$ cat src/design/tudbs_pkg.sv
// ----------------------------------------------------------------------------
// tudbs_pkg
// Types and constants shared by the timed up/down bit sender.
// ----------------------------------------------------------------------------
package tudbs_pkg;

    localparam int unsigned MAX_BITS   = 64;
    localparam int unsigned SEQ_W      = 64;
    localparam int unsigned LEN_W      = 7;
    localparam int unsigned POS_W      = 7;
    localparam int unsigned IDX_W      = 6;
    localparam int unsigned DWELL_W    = 4;
    localparam int unsigned PHASE_W    = 3;
    localparam int unsigned PADDR_W    = 4;
    localparam int unsigned PDATA_W    = 64;

    localparam logic [DWELL_W-1:0] DWELL_MAX   = 4'd15;
    localparam logic [DWELL_W-1:0] DWELL_SHORT = 4'd2;
    localparam logic [DWELL_W-1:0] DWELL_LONG  = 4'd4;

    localparam logic REQ_START = 1'b0;
    localparam logic REQ_TICK  = 1'b1;

    localparam logic REG_BIT_SEQUENCE = 1'b0;
    localparam logic REG_SEQ_LENGTH   = 1'b1;

    typedef struct packed {
        logic               req_type;
        logic signed [31:0] start_value;
    } t_in_item;

    typedef struct packed {
        logic               up_pulse;
        logic               down_pulse;
        logic               tick_wanted;
        logic [PHASE_W-1:0] phase;
    } t_out_item;

endpackage

$ cat src/design/timed_up_down_bit_sender_core.sv
// ----------------------------------------------------------------------------
// timed_up_down_bit_sender_core
// Eight-phase sender that turns a configured bit sequence into timed up and
// down pulses, one result item for each start or tick item.
// ----------------------------------------------------------------------------
// Each item is captured in an input register and then resolved against the
// phase, dwell counter and read position, with the result held in an output
// register; one item is accepted every cycle while the output side does not
// stall, and each result leaves through the input and output registers. The
// sequence and its length are written over the APB port at byte addresses 0
// and 8 (64-bit data) and must only be changed while the block is idle.
module timed_up_down_bit_sender_core
    import tudbs_pkg::*;
(
    input  logic               i_clk,
    input  logic               i_rst_n,

    input  logic               i_in_valid,
    output logic               o_in_ready,
    input  t_in_item           i_in_item,

    output logic               o_out_valid,
    input  logic               i_out_ready,
    output t_out_item          o_out_item,

    input  logic               psel,
    input  logic               penable,
    input  logic               pwrite,
    input  logic [PADDR_W-1:0] paddr,
    input  logic [PDATA_W-1:0] pwdata,
    output logic [PDATA_W-1:0] prdata,
    output logic               pready
);

    localparam logic [PHASE_W-1:0] PH_A = 3'd0;
    localparam logic [PHASE_W-1:0] PH_B = 3'd1;
    localparam logic [PHASE_W-1:0] PH_C = 3'd2;
    localparam logic [PHASE_W-1:0] PH_D = 3'd3;
    localparam logic [PHASE_W-1:0] PH_E = 3'd4;
    localparam logic [PHASE_W-1:0] PH_F = 3'd5;
    localparam logic [PHASE_W-1:0] PH_G = 3'd6;
    localparam logic [PHASE_W-1:0] PH_H = 3'd7;

    localparam logic [LEN_W-1:0] LEN_MAX = LEN_W'(MAX_BITS);

    logic [SEQ_W-1:0]   r_bit_sequence;
    logic [LEN_W-1:0]   r_seq_length;
    logic [PHASE_W-1:0] r_phase, n_phase;
    logic [DWELL_W-1:0] r_dwell, n_dwell;
    logic [POS_W-1:0]   r_read_pos, n_read_pos;

    logic               r_in_valid;
    t_in_item           r_in_item;
    logic               r_out_valid;
    t_out_item          r_out_item, n_out_item;

    logic               advance;
    logic               cfg_write;
    logic [LEN_W-1:0]   eff_len;
    logic               seq_empty;
    logic               front;
    logic               consume;
    logic [DWELL_W-1:0] t_val;
    logic               up, down, want;

    // configuration port
    assign pready    = 1'b1;
    assign cfg_write = psel && penable && pwrite;

    always_comb begin
        if (paddr[3] == REG_SEQ_LENGTH) begin
            prdata = PDATA_W'(r_seq_length);
        end else begin
            prdata = r_bit_sequence;
        end
    end

    always_ff @(posedge i_clk) begin
        if (!i_rst_n) begin
            r_bit_sequence <= '0;
            r_seq_length   <= '0;
        end else if (cfg_write) begin
            if (paddr[3] == REG_BIT_SEQUENCE) begin
                r_bit_sequence <= pwdata;
            end else begin
                r_seq_length <= pwdata[LEN_W-1:0];
            end
        end
    end

    // handshake
    assign advance     = r_in_valid && (!r_out_valid || i_out_ready);
    assign o_in_ready  = !r_in_valid || advance;
    assign o_out_valid = r_out_valid;
    assign o_out_item  = r_out_item;

    // sequence front
    assign eff_len   = (r_seq_length > LEN_MAX) ? LEN_MAX : r_seq_length;
    assign seq_empty = (r_read_pos >= eff_len);
    assign front     = r_bit_sequence[r_read_pos[IDX_W-1:0]];

    always_comb begin
        n_phase = r_phase;
        n_dwell = r_dwell;
        consume = 1'b0;
        up      = 1'b0;
        down    = 1'b0;
        want    = 1'b0;
        t_val   = r_dwell;
        if (r_in_item.req_type == REQ_START) begin
            if (r_phase == PH_A && r_in_item.start_value == 32'sd1) begin
                consume = 1'b1;
                n_phase = PH_B;
                n_dwell = DWELL_W'(1);
                want    = 1'b1;
            end
        end else begin
            want = 1'b1;
            unique case (r_phase)
                PH_A: begin
                    want = 1'b0;
                end
                PH_B: begin
                    if (t_val >= DWELL_SHORT && !seq_empty) begin
                        up      = 1'b1;
                        consume = 1'b1;
                        n_phase = front ? PH_C : PH_D;
                        t_val   = '0;
                    end
                end
                PH_C: begin
                    if (r_dwell >= DWELL_SHORT) begin
                        down    = 1'b1;
                        n_phase = PH_B;
                        t_val   = '0;
                    end
                end
                PH_D: begin
                    if (r_dwell >= DWELL_LONG && !seq_empty) begin
                        down    = 1'b1;
                        consume = 1'b1;
                        n_phase = front ? PH_E : PH_F;
                        t_val   = '0;
                    end
                end
                PH_E: begin
                    if (r_dwell >= DWELL_LONG && !seq_empty) begin
                        up      = 1'b1;
                        consume = 1'b1;
                        n_phase = front ? PH_C : PH_D;
                        t_val   = '0;
                    end
                end
                PH_F: begin
                    if (r_dwell >= DWELL_SHORT) begin
                        up      = 1'b1;
                        n_phase = PH_G;
                        t_val   = '0;
                    end
                end
                PH_G: begin
                    if (r_dwell >= DWELL_SHORT) begin
                        down = 1'b1;
                        if (!seq_empty) begin
                            consume = 1'b1;
                            n_phase = front ? PH_E : PH_F;
                            t_val   = '0;
                        end else begin
                            n_phase = PH_H;
                        end
                    end
                end
                PH_H: begin
                    if (r_dwell >= DWELL_LONG) begin
                        n_phase = PH_A;
                        want    = 1'b0;
                    end
                end
                default: begin
                    want = 1'b0;
                end
            endcase
            n_dwell = (t_val == DWELL_MAX) ? DWELL_MAX : t_val + DWELL_W'(1);
        end
        n_read_pos = (consume && !seq_empty) ? r_read_pos + POS_W'(1) : r_read_pos;
        n_out_item.up_pulse    = up;
        n_out_item.down_pulse  = down;
        n_out_item.tick_wanted = want;
        n_out_item.phase       = n_phase;
    end

    // input register
    always_ff @(posedge i_clk) begin
        if (!i_rst_n) begin
            r_in_valid <= 1'b0;
        end else if (o_in_ready) begin
            r_in_valid <= i_in_valid;
        end
    end

    always_ff @(posedge i_clk) begin
        if (i_in_valid && o_in_ready) begin
            r_in_item <= i_in_item;
        end
    end

    // state and result register
    always_ff @(posedge i_clk) begin
        if (!i_rst_n) begin
            r_phase     <= PH_A;
            r_dwell     <= '0;
            r_read_pos  <= '0;
            r_out_valid <= 1'b0;
        end else begin
            if (advance) begin
                r_phase     <= n_phase;
                r_dwell     <= n_dwell;
                r_read_pos  <= n_read_pos;
                r_out_valid <= 1'b1;
            end else if (i_out_ready) begin
                r_out_valid <= 1'b0;
            end
        end
    end

    always_ff @(posedge i_clk) begin
        if (advance) begin
            r_out_item <= n_out_item;
        end
    end

endmodule
$ cat config.mk
export PLATFORM = sky130hd
export DESIGN_NAME = timed_up_down_bit_sender_core
export DESIGN_NICKNAME = d
export VERILOG_FILES = /design/src/design/tudbs_pkg.sv /design/src/design/timed_up_down_bit_sender_core.sv
export SDC_FILE = /design/constraint.sdc
export NUM_CORES = 1
export LEC_CHECK = 0
export BUFFER_PORTS_ARGS = -buffer_cell sky130_fd_sc_hd__buf_2
export CORE_UTILIZATION = 40
export DETAILED_ROUTE_END_ITERATION = 8
export PLACE_DENSITY = 0.68
export SYNTH_ARGS = -nofsm -noshare
export SYNTH_HDL_FRONTEND = slang
export SYNTH_SLANG_ARGS = --single-unit
$ cat constraint.sdc
create_clock -name i_clk -period 6.55 [get_ports i_clk]
set_input_delay 0 -clock i_clk [delete_from_list [all_inputs] [get_ports i_clk]]
set_output_delay 0 -clock i_clk [all_outputs]
set_load 0.01 [all_outputs]
==> impl_metrics.json, run 1 <==
{
  "clock_tree.htree_level_count": 4,
  "layout.cells.most_common": "sky130_fd_sc_hd__buf_2",
  "maxSlewViolCount": 0,
  "unrepaired_setup_endpoints_after_global_routing": "false",
  "routed_via_density": 4.97,
  "vias": 5790,
  "async_flop_share": 0,
  "ant_nets": 0,
  "post-cts-setup-buffer-count": 0,
  "grt_start_max_net_pins": 88,
  "setup-violations-final": 0,
  "die_area_mm2": 0.0162,
  "final_cell_mix": "176 x sky130_fd_sc_hd__buf_2, 161 x sky130_fd_sc_hd__nand2_1, 100 x sky130_fd_sc_hd__dlygate4sd3_1",
  "rows": 45,
  "cts.clk_slew.worst_paths_ns": 0.06,
  "start_kind": "flop",
  "synth.yosys.warnings": 0,
  "max-cap-violations": 0,
  "worst_pin_slew_ns": 0.772,
  "floorplan.die.height_um": 127,
  "diodes": 0,
  "vdd_drop_max_uv": 198,
  "synth_ff_type": "sky130_fd_sc_hd__dfxtp_1",
  "antenna_found_initial": 0,
  "setup_total_negative_slack_ns": 0,
  "fin_worst_skew_ns": 0.00816,
  "detailedRoute.firstPassIterationCount": 4,
  "timing.hold.ws_ns": 0.165,
  "path_max_fanout": 18,
  "initial_core_util": 0.412,
  "avgSynthCellArea_um2": 9.17,
  "final_nets": 1057,
  "yosysSeqAreaShare": 0.464,
  "drt_iter0_markers": 303,
  "core_region_area_mm2": 0.0153,
  "cts_buffers": 17,
  "tritoncts": "done",
  "endpoint_kind": "flop",
  "cp.required_ns": 6.91,
  "synth_fp_nets": 802,
  "wl_per_cell_um": 15.5,
  "achievable-frequency_ghz": 0.316,
  "critPathSlowestCell": "sky130_fd_sc_hd__dfxtp_1",
  "route.final.wire_length_mm": 18.0,
  "crit_family": "compound AO/OA/AOI/OAI gates",
  "post_route_cells_drive_above_1_share": 0.263,
  "power_leakage_nw": 3.61,
  "gp_congestion": 0.818,
  "grt_overflow_total": 0,
  "worst-path-buf-inv": 3,
  "status": "finished, final reports clean",
  "clock_sinks": 126,
  "synth-edff-count": 39,
  "slew_headroom": 0.482,
  "cellPowerDensity_mw_per_mm2": 230,
  "place.port_buffers": 176,
  "die_w_um": 127,
  "ff2ff_setup_slack_ns": 3.39,
  "crit_path_max_incr_delay_ns": 0.72,
  "worst-endpoint-arrival_ns": 3.52,
  "critical_path.cell_chain": "buf_4, ha_1, nand2_1, o21ai_0, a21oi_1, buf_4, a21oi_1, o21a_1, ha_1, inv_1, and4_1, o31ai_1, and3_1",
  "yosys_register_bits": 126,
  "netlist_area_mm2": 0.00628,
  "pin_count": 181,
  "min_period_ns": 3.16,
  "post-route-drc-count": 0,
  "fillerInstances": 1313,
  "yosysUniqueCellTypes": 55,
  "critical_path_class": "flop to flop",
  "period_share": 0.483,
  "synth_cells": 685,
  "global_route.usage.total": 0.229,
  "insertion_delay_ns": 0.42,
  "timing.hold.worst.class": "primary input to flop",
  "grt_pass1_vias": 5776,
  "hpwlAfterDp_mm": 10.8,
  "cts.root.buffer_cell": "sky130_fd_sc_hd__clkbuf_16",
  "syn2layout_area_growth_pct": 42.6,
  "finalHoldViolations": 0,
  "cts_buffer_depth": 2,
  "grt_first_pass_wirelength_mm": 28.7
}
-- stage by stage --
step	setup WS, ns	power (W)	instance area (um2)	std cells	util
floorplan	3.89	0.000924	6280	685	-
global placement	3.42	0.000982	7310	1032	0.479
detailed placement	3.40	0.000983	7310	1032	0.479
CTS	3.39	0.00206	8960	1164	0.587
global route	3.11	0.00212	8960	1164	0.587
finish	3.39	0.00206	8960	1164	0.587
-- registers in the layout, summed over array words and instances (netlist names) --
register,count
o_out_item,6
o_out_valid,1
r_bit_sequence,64
r_dwell,4
r_in_item,33
r_in_valid,1
r_phase,3
r_read_pos,7
r_seq_length,7
-- tightest hold or removal path: stages --
cell	delay, ns
sky130_fd_sc_hd__buf_2	0.10
sky130_fd_sc_hd__nand3_1	0.13
sky130_fd_sc_hd__nor2_4	0.14
sky130_fd_sc_hd__nand2_1	0.09
sky130_fd_sc_hd__a21boi_0	0.06
-- cell families (layout without fill, tap and decap cells) --
logic type	count (synthesis)	count (layout)	share of synthesized area
and+or+nand+nor	310	310	0.241
muxes	33	33	0.0719
other	1	1	0.000597
adders and majority gates	9	9	0.0179
buffers and inverters	60	328	0.0367
DFF	126	126	0.464
xor gates and xnor gates	9	9	0.0126
AOI/OAI and AO/OA	137	137	0.156
-- Yosys cell counts, types with 2 or more instances --
library cell	n	area [um2]
sky130_fd_sc_hd__a21boi_0	72	541
sky130_fd_sc_hd__a21oi_1	17	85.1
sky130_fd_sc_hd__a311oi_1	3	26.3
sky130_fd_sc_hd__a31oi_1	3	18.8
sky130_fd_sc_hd__and2_1	10	62.6
sky130_fd_sc_hd__and3_1	4	25.0
sky130_fd_sc_hd__buf_1	5	18.8
sky130_fd_sc_hd__clkbuf_1	41	154
sky130_fd_sc_hd__dfxtp_1	87	1740
sky130_fd_sc_hd__edfxtp_1	39	1170
sky130_fd_sc_hd__ha_1	9	113
sky130_fd_sc_hd__inv_1	12	45.0
sky130_fd_sc_hd__mux2_2	17	191
sky130_fd_sc_hd__mux2i_1	8	80.1
sky130_fd_sc_hd__mux4_2	8	180
sky130_fd_sc_hd__nand2_1	161	604
sky130_fd_sc_hd__nand2b_1	7	43.8
sky130_fd_sc_hd__nand3_1	8	40.0
sky130_fd_sc_hd__nand4_1	3	18.8
sky130_fd_sc_hd__nor2_1	19	71.3
sky130_fd_sc_hd__nor2b_1	67	419
sky130_fd_sc_hd__nor3_1	8	40.0
sky130_fd_sc_hd__nor4_1	9	56.3
sky130_fd_sc_hd__nor4b_1	2	17.5
sky130_fd_sc_hd__o21a_1	5	37.5
sky130_fd_sc_hd__o21ai_0	15	75.1
sky130_fd_sc_hd__o22ai_1	5	31.3
sky130_fd_sc_hd__o2bb2ai_1	2	17.5
sky130_fd_sc_hd__o311ai_0	2	17.5
sky130_fd_sc_hd__o31ai_1	2	15.0
sky130_fd_sc_hd__or2_2	4	25.0
sky130_fd_sc_hd__xnor2_1	7	61.3
sky130_fd_sc_hd__xor2_1	2	17.5
-- what timing repair did --
item                                   in CTS  in global routing
endpoints found under the hold margin     106                  0
hold buffers                              100                  0
gates resized for setup                     0                  0
-- path summary, 6_finish.rpt --
| path | end | cells after the start | from |
|---|---|---|---|
| worst min-delay path | r_bit_sequence[60]$_SDFFE_PN0P_ | 5 | penable |
| worst max register to register | r_dwell[3]$_SDFFE_PN0P_ | 13 | r_read_pos[1]$_SDFFE_PN0P_ |
| worst max-delay path | r_dwell[3]$_SDFFE_PN0P_ | 13 | r_read_pos[1]$_SDFFE_PN0P_ |
| worst min register to register | r_bit_sequence[30]$_SDFFE_PN0P_ | 2 | r_bit_sequence[30]$_SDFFE_PN0P_ |
-- per-layer routing --
metal	vias to the layer above	share of wire	track usage
li1	2873	-	-
met4	0	0.023	0.0931
met2	180	0.51	0.402
met3	35	0.050	0.0603
met5	-	0	0
met1	2702	0.42	0.264
-- cell type report --
cell class	instances	area (um2)	area share
timing repair buffer	284	1940	0.217
sequential	126	2910	0.325
inverter	12	45.0	0.00503
clock inverter	15	219	0.0244
tap	211	264	0.0295
clock buffer	17	425	0.0475
multi-input combinational	499	3150	0.351
-- power breakdown --
group / leakage [nW] / internal [W] / switching, W
logic: 2.22 / 0.0000951 / 0.0000766
registers: 1.09 / 0.000831 / 0.0000152
clock network: 0.301 / 0.000673 / 0.000365
No activity file was read; power rests on OpenSTA's default activity.
==> inputs of run 2 (changes only) <==
- clock period: 6.55 -> 3.18 ns (I/O delays scaled with it)
==> impl_metrics.json, run 2 (same netlist as run 1, synthesis figures left out) <==
{
  "hpwlAfterDp_mm": 11.3,
  "sequential_cell_area_mm2": 0.00291,
  "cellPowerDensity_mw_per_mm2": 444,
  "start_kind": "flop",
  "wl_per_cell_um": 15.2,
  "worst-endpoint-arrival_ns": 2.97,
  "max-cap-violations": 0,
  "ant_nets": 0,
  "routed_via_density": 4.87,
  "layout.cells.most_common": "sky130_fd_sc_hd__buf_2",
  "floorplan.die.height_um": 127,
  "place.port_buffers": 176,
  "cell_internal_pwr_w": 0.00305,
  "path_max_fanout": 12,
  "rows": 45,
  "sequentialPowerShare": 0.437,
  "post_route_cells_drive_above_1_share": 0.273,
  "largest_register_ff_count": 64,
  "status": "finished, final reports clean",
  "period_share": 0.841,
  "vias": 5728,
  "critical_path_class": "flop to flop",
  "insertion_delay_ns": 0.42,
  "critPathSlowestCell": "sky130_fd_sc_hd__a311oi_1",
  "core_region_area_mm2": 0.0153,
  "setup_total_negative_slack_ns": 0,
  "min_period_ns": 2.67,
  "clkPwrFrac": 0.473,
  "grt_first_pass_wirelength_mm": 28.6,
  "largestRegisters": "r_bit_sequence x64, r_in_item x33",
  "maxSlewViolCount": 0,
  "largest-register": "r_bit_sequence",
  "final_nets": 1067,
  "route.final.wire_length_mm": 17.9,
  "clock_sinks": 126,
  "grt_start_max_net_pins": 54,
  "cts_buffer_depth": 2,
  "pin_count": 181,
  "total_power_w": 0.00398,
  "place_ws_ns": 0.529,
  "p_sw_w": 0.000934,
  "final_cell_mix": "176 x sky130_fd_sc_hd__buf_2, 161 x sky130_fd_sc_hd__nand2_1, 100 x sky130_fd_sc_hd__dlygate4sd3_1",
  "instances_no_fill": 1175,
  "achievable-frequency_ghz": 0.374,
  "slew_headroom": 0.519,
  "fillerInstances": 1350,
  "global_route.usage.total": 0.229,
  "die_area_mm2": 0.0162,
  "die_w_um": 127,
  "multi_input_area_mm2": 0.00315,
  "worst_pin_slew_ns": 0.716,
  "endpoint_kind": "flop",
  "clock_tree.htree_level_count": 4,
  "cp.required_ns": 3.48,
  "power_switching_share": 0.234,
  "unrepaired_setup_endpoints_after_global_routing": "false",
  "power.share.combinational": 0.089,
  "cts.root.buffer_cell": "sky130_fd_sc_hd__clkbuf_16",
  "critical_path.cell_chain": "inv_1, nand2_1, ha_1, a21oi_1, o21ai_0, a21oi_1, buf_4, a21oi_1, a311oi_1, mux2i_1, a21oi_1",
  "vdd_drop_max_uv": 379,
  "detailedRoute.firstPassIterationCount": 6,
  "cts.clk_slew.worst_paths_ns": 0.06,
  "drt_iter0_markers": 388,
  "initial_core_util": 0.412,
  "crit_top_cell": "sky130_fd_sc_hd__a21oi_1",
  "tritoncts": "done",
  "finalHoldViolations": 0,
  "grt_overflow_total": 0,
  "ctsResizeCount": 0,
  "setup-violations-final": 0,
  "grt_pass1_vias": 5814,
  "cts_buffers": 17,
  "fin_worst_skew_ns": 0.0131,
  "power_leakage_nw": 3.64,
  "crit_path_max_incr_delay_ns": 0.57,
  "timing.hold.ws_ns": 0.102,
  "post-route-drc-count": 0,
  "timing.hold.worst.class": "primary input to flop",
  "antenna_found_initial": 1,
  "syn2layout_area_growth_pct": 42.9,
  "gp_congestion": 0.860,
  "worst_slack_ns": 0.507,
  "place_inst": 1042
}
==> run 2: final timing paths <==
path | start | to | slack (ns) | depth (start not counted)
min | i_rst_n | r_bit_sequence[56]$_SDFFE_PN0P_ | 0.10 | 3
min reg2reg | r_bit_sequence[37]$_SDFFE_PN0P_ | r_bit_sequence[37]$_SDFFE_PN0P_ | 0.47 | 2
max reg2reg | r_seq_length[6]$_SDFFE_PN0P_ | r_dwell[2]$_SDFFE_PN0P_ | 0.51 | 11
max | r_seq_length[6]$_SDFFE_PN0P_ | r_dwell[2]$_SDFFE_PN0P_ | 0.51 | 11
==> run 2: metrics by stage <==
step | cell area (um2) | utilization
6_report | 8970 | 0.588
5_1_grt | 8970 | 0.588
4_1_cts | 8970 | 0.588
3_5_place_dp | 7390 | 0.484
3_3_place_gp | 7390 | 0.484
2_1_floorplan | 6280 | -
==> run 2: cell type report <==
| cell class | instances | share of cell area |
|---|---|---|
| Timing Repair Buffer | 294 | 0.225 |
| Inverter | 12 | 0.00502 |
| Antenna cell | 1 | 0.000279 |
| Multi-Input combinational cell | 499 | 0.351 |
| Clock inverter | 10 | 0.00851 |
| Clock buffer | 22 | 0.0566 |
| Sequential cell | 126 | 0.325 |
| Tap cell | 211 | 0.0294 |
==> run 2: worst max-delay path: cells and delay by family (launching register included) <==
kind	cells	cell delay [ns]
AND/OR/NAND/NOR	1	0.08
AO/OA/AOI/OAI	6	1.17
flip-flops	1	0.34
adder cells (fa/ha/maj)	1	0.29
multiplexers	1	0.26
buffers and inverters	2	0.41
==> run 2: power by group through the flow <==
stage               sequential, W  clock, W  combinational, W
floorplan                 0.00176         0          0.000141
global placement          0.00177         0          0.000253
detailed placement        0.00177         0          0.000256
CTS                       0.00174   0.00190          0.000352
global route              0.00174   0.00199          0.000389
finish                    0.00174   0.00188          0.000356
==> run 2: repair_timing <==
action	in CTS	in global routing
setup buffers	0	0
hold endpoints to repair	106	0
hold buffers	100	0
==> run 2: layer usage <==
metal / share of wire / global-route usage
met1: 0.42 / 0.264
met2: 0.50 / 0.397
met3: 0.049 / 0.0607
met4: 0.030 / 0.106
met5: 0 / 0
==> inputs of run 3 (changes only) <==
- PLACE_DENSITY: 0.68 -> 0.71
- clock period: 3.18 -> 2.2 ns (I/O delays scaled with it)
==> impl_metrics.json, run 3 (same netlist as run 1, synthesis figures left out) <==
{
  "status": "finished, violations left",
  "violated_checks": "negative setup slack",
  "power_leakage_nw": 3.87,
  "route.final.wire_length_mm": 18.6,
  "initial_core_util": 0.412,
  "worst_pin_slew_ns": 0.546,
  "wl_met2_mm": 9.40,
  "sequentialPowerShare": 0.423,
  "cp.required_ns": 2.44,
  "vdd_drop_max_uv": 554,
  "cts_buffer_depth": 2,
  "wirelength_met1_mm": 7.99,
  "vias": 5986,
  "grt_pass1_vias": 5918,
  "largest-register": "r_bit_sequence",
  "unrepaired_setup_endpoints_after_global_routing": "true",
  "fin_worst_skew_ns": 0.00609,
  "worst_slack_ns": -0.206,
  "post_route_cells_drive_above_1_share": 0.332,
  "largestRegisters": "r_bit_sequence x64, r_in_item x33",
  "max-cap-violations": 0,
  "setup-violations-final": 14,
  "hpwlAfterDp_mm": 11.3,
  "final_cell_mix": "177 x sky130_fd_sc_hd__buf_2, 160 x sky130_fd_sc_hd__nand2_1, 100 x sky130_fd_sc_hd__dlygate4sd3_1",
  "achievable-frequency_ghz": 0.416,
  "die_area_mm2": 0.0162,
  "routed.top_layer": "met4",
  "maxSlewViolCount": 0,
  "pin_count": 181,
  "grt_overflow_total": 0,
  "diodes": 0,
  "cell_internal_pwr_w": 0.00450,
  "drt_iter0_markers": 381,
  "routed_length_on_met3_um": 861,
  "timing.hold.worst.class": "primary input to flop",
  "floorplan.die.height_um": 127,
  "min_period_ns": 2.41,
  "gp_congestion": 0.857,
  "cts_buffers": 17,
  "final_nets": 1100,
  "period_share": 1.09,
  "wl_per_cell_um": 15.4,
  "setup_total_negative_slack_ns": -2.25,
  "p_sw_w": 0.00144,
  "grt_start_max_net_pins": 65,
  "clock_tree.htree_level_count": 4,
  "cts.clk_slew.worst_paths_ns": 0.06,
  "global_route.usage.total": 0.232,
  "cellPowerDensity_mw_per_mm2": 626,
  "clkPwrFrac": 0.480,
  "rows": 45,
  "cts.root.buffer_cell": "sky130_fd_sc_hd__clkbuf_16",
  "ant_nets": 0,
  "place_area_mm2": 0.00760,
  "clock_sinks": 126,
  "antenna_found_initial": 0,
  "insertion_delay_ns": 0.42,
  "finish.utilization": 0.621,
  "routed_via_density": 4.96,
  "slew_headroom": 0.636,
  "place.port_buffers": 176,
  "detailedRoute.firstPassIterationCount": 4,
  "critical_path_class": "flop to flop",
  "path_max_fanout": 3,
  "start_kind": "flop",
  "worst-endpoint-arrival_ns": 2.64,
  "power.share.combinational": 0.097,
  "final_design_area_no_fill_mm2": 0.00948,
  "layout.cells.most_common": "sky130_fd_sc_hd__buf_2",
  "grt_first_pass_wirelength_mm": 29.4,
  "die_w_um": 127,
  "syn2layout_area_growth_pct": 50.9,
  "largest_register_ff_count": 64,
  "power_switching_share": 0.242,
  "finalHoldViolations": 0,
  "tritoncts": "done",
  "endpoint_kind": "flop",
  "core_region_area_mm2": 0.0153,
  "post-route-drc-count": 0
}
run 3: worst max-delay path, stage by stage (launching register included):
cell	delay, ns
sky130_fd_sc_hd__edfxtp_1	0.37
sky130_fd_sc_hd__or4_4	0.54
sky130_fd_sc_hd__or4_4	0.44
sky130_fd_sc_hd__nor3_4	0.23
sky130_fd_sc_hd__buf_4	0.16
sky130_fd_sc_hd__buf_6	0.11
sky130_fd_sc_hd__nor2_4	0.04
sky130_fd_sc_hd__buf_4	0.15
sky130_fd_sc_hd__a32oi_1	0.18
run 3: final timing paths:
path	from	to	slack (ns)	cells after the start
hold / removal	i_rst_n	o_out_valid$_SDFFE_PN0P_	0.11	3
setup / recovery	r_in_item[11]$_DFFE_PP_	o_out_item[0]$_DFFE_PP_	-0.21	8
setup reg to reg	r_in_item[11]$_DFFE_PP_	o_out_item[0]$_DFFE_PP_	-0.21	8
hold reg to reg	r_bit_sequence[63]$_SDFFE_PN0P_	r_bit_sequence[63]$_SDFFE_PN0P_	0.47	2
run 3: repair_timing:
item	CTS	global route
setup endpoints to repair	15	17
setup buffers	2	10
hold buffers	100	0
pin swaps	10	18
cloned	1	1
hold endpoints to repair	106	0
gates resized for setup	18	37
run 3: routing by layer:
layer | GRT usage | vias up
met3 | 0.0536 | 28
met4 | 0.0714 | 0
met2 | 0.407 | 162
met1 | 0.281 | 2843
li1 | - | 2953
met5 | 0 | -
run 3: power groups by stage:
stage / combinational [W] / sequential [W] / clock (W)
CTS: 0.000539 / 0.00251 / 0.00289
finish: 0.000576 / 0.00251 / 0.00285
global route: 0.000622 / 0.00252 / 0.00300
global placement: 0.000387 / 0.00256 / 0
detailed placement: 0.000389 / 0.00256 / 0
floorplan: 0.000207 / 0.00255 / 0
run 3: layout make-up:
class	instances	area (um2)
Inverter	12	47.5
Sequential cell	126	2920
Multi-Input combinational cell	499	3320
Clock inverter	15	174
Fill cell	1227	5780
Clock buffer	17	425
Timing Repair Buffer	327	2330
Tap cell	211	264
run 3: stage by stage:
step	std cells	hold slack, ns	power, W	worst slack [ns]
after floorplan	685	0.0989	0.00276	-0.0469
after CTS	1198	0.0849	0.00593	-0.201
after global routing	1207	0.104	0.00614	-0.309
after global placement	1063	0.177	0.00294	-0.189
after detailed placement	1063	0.178	0.00295	-0.200
final	1207	0.106	0.00594	-0.206
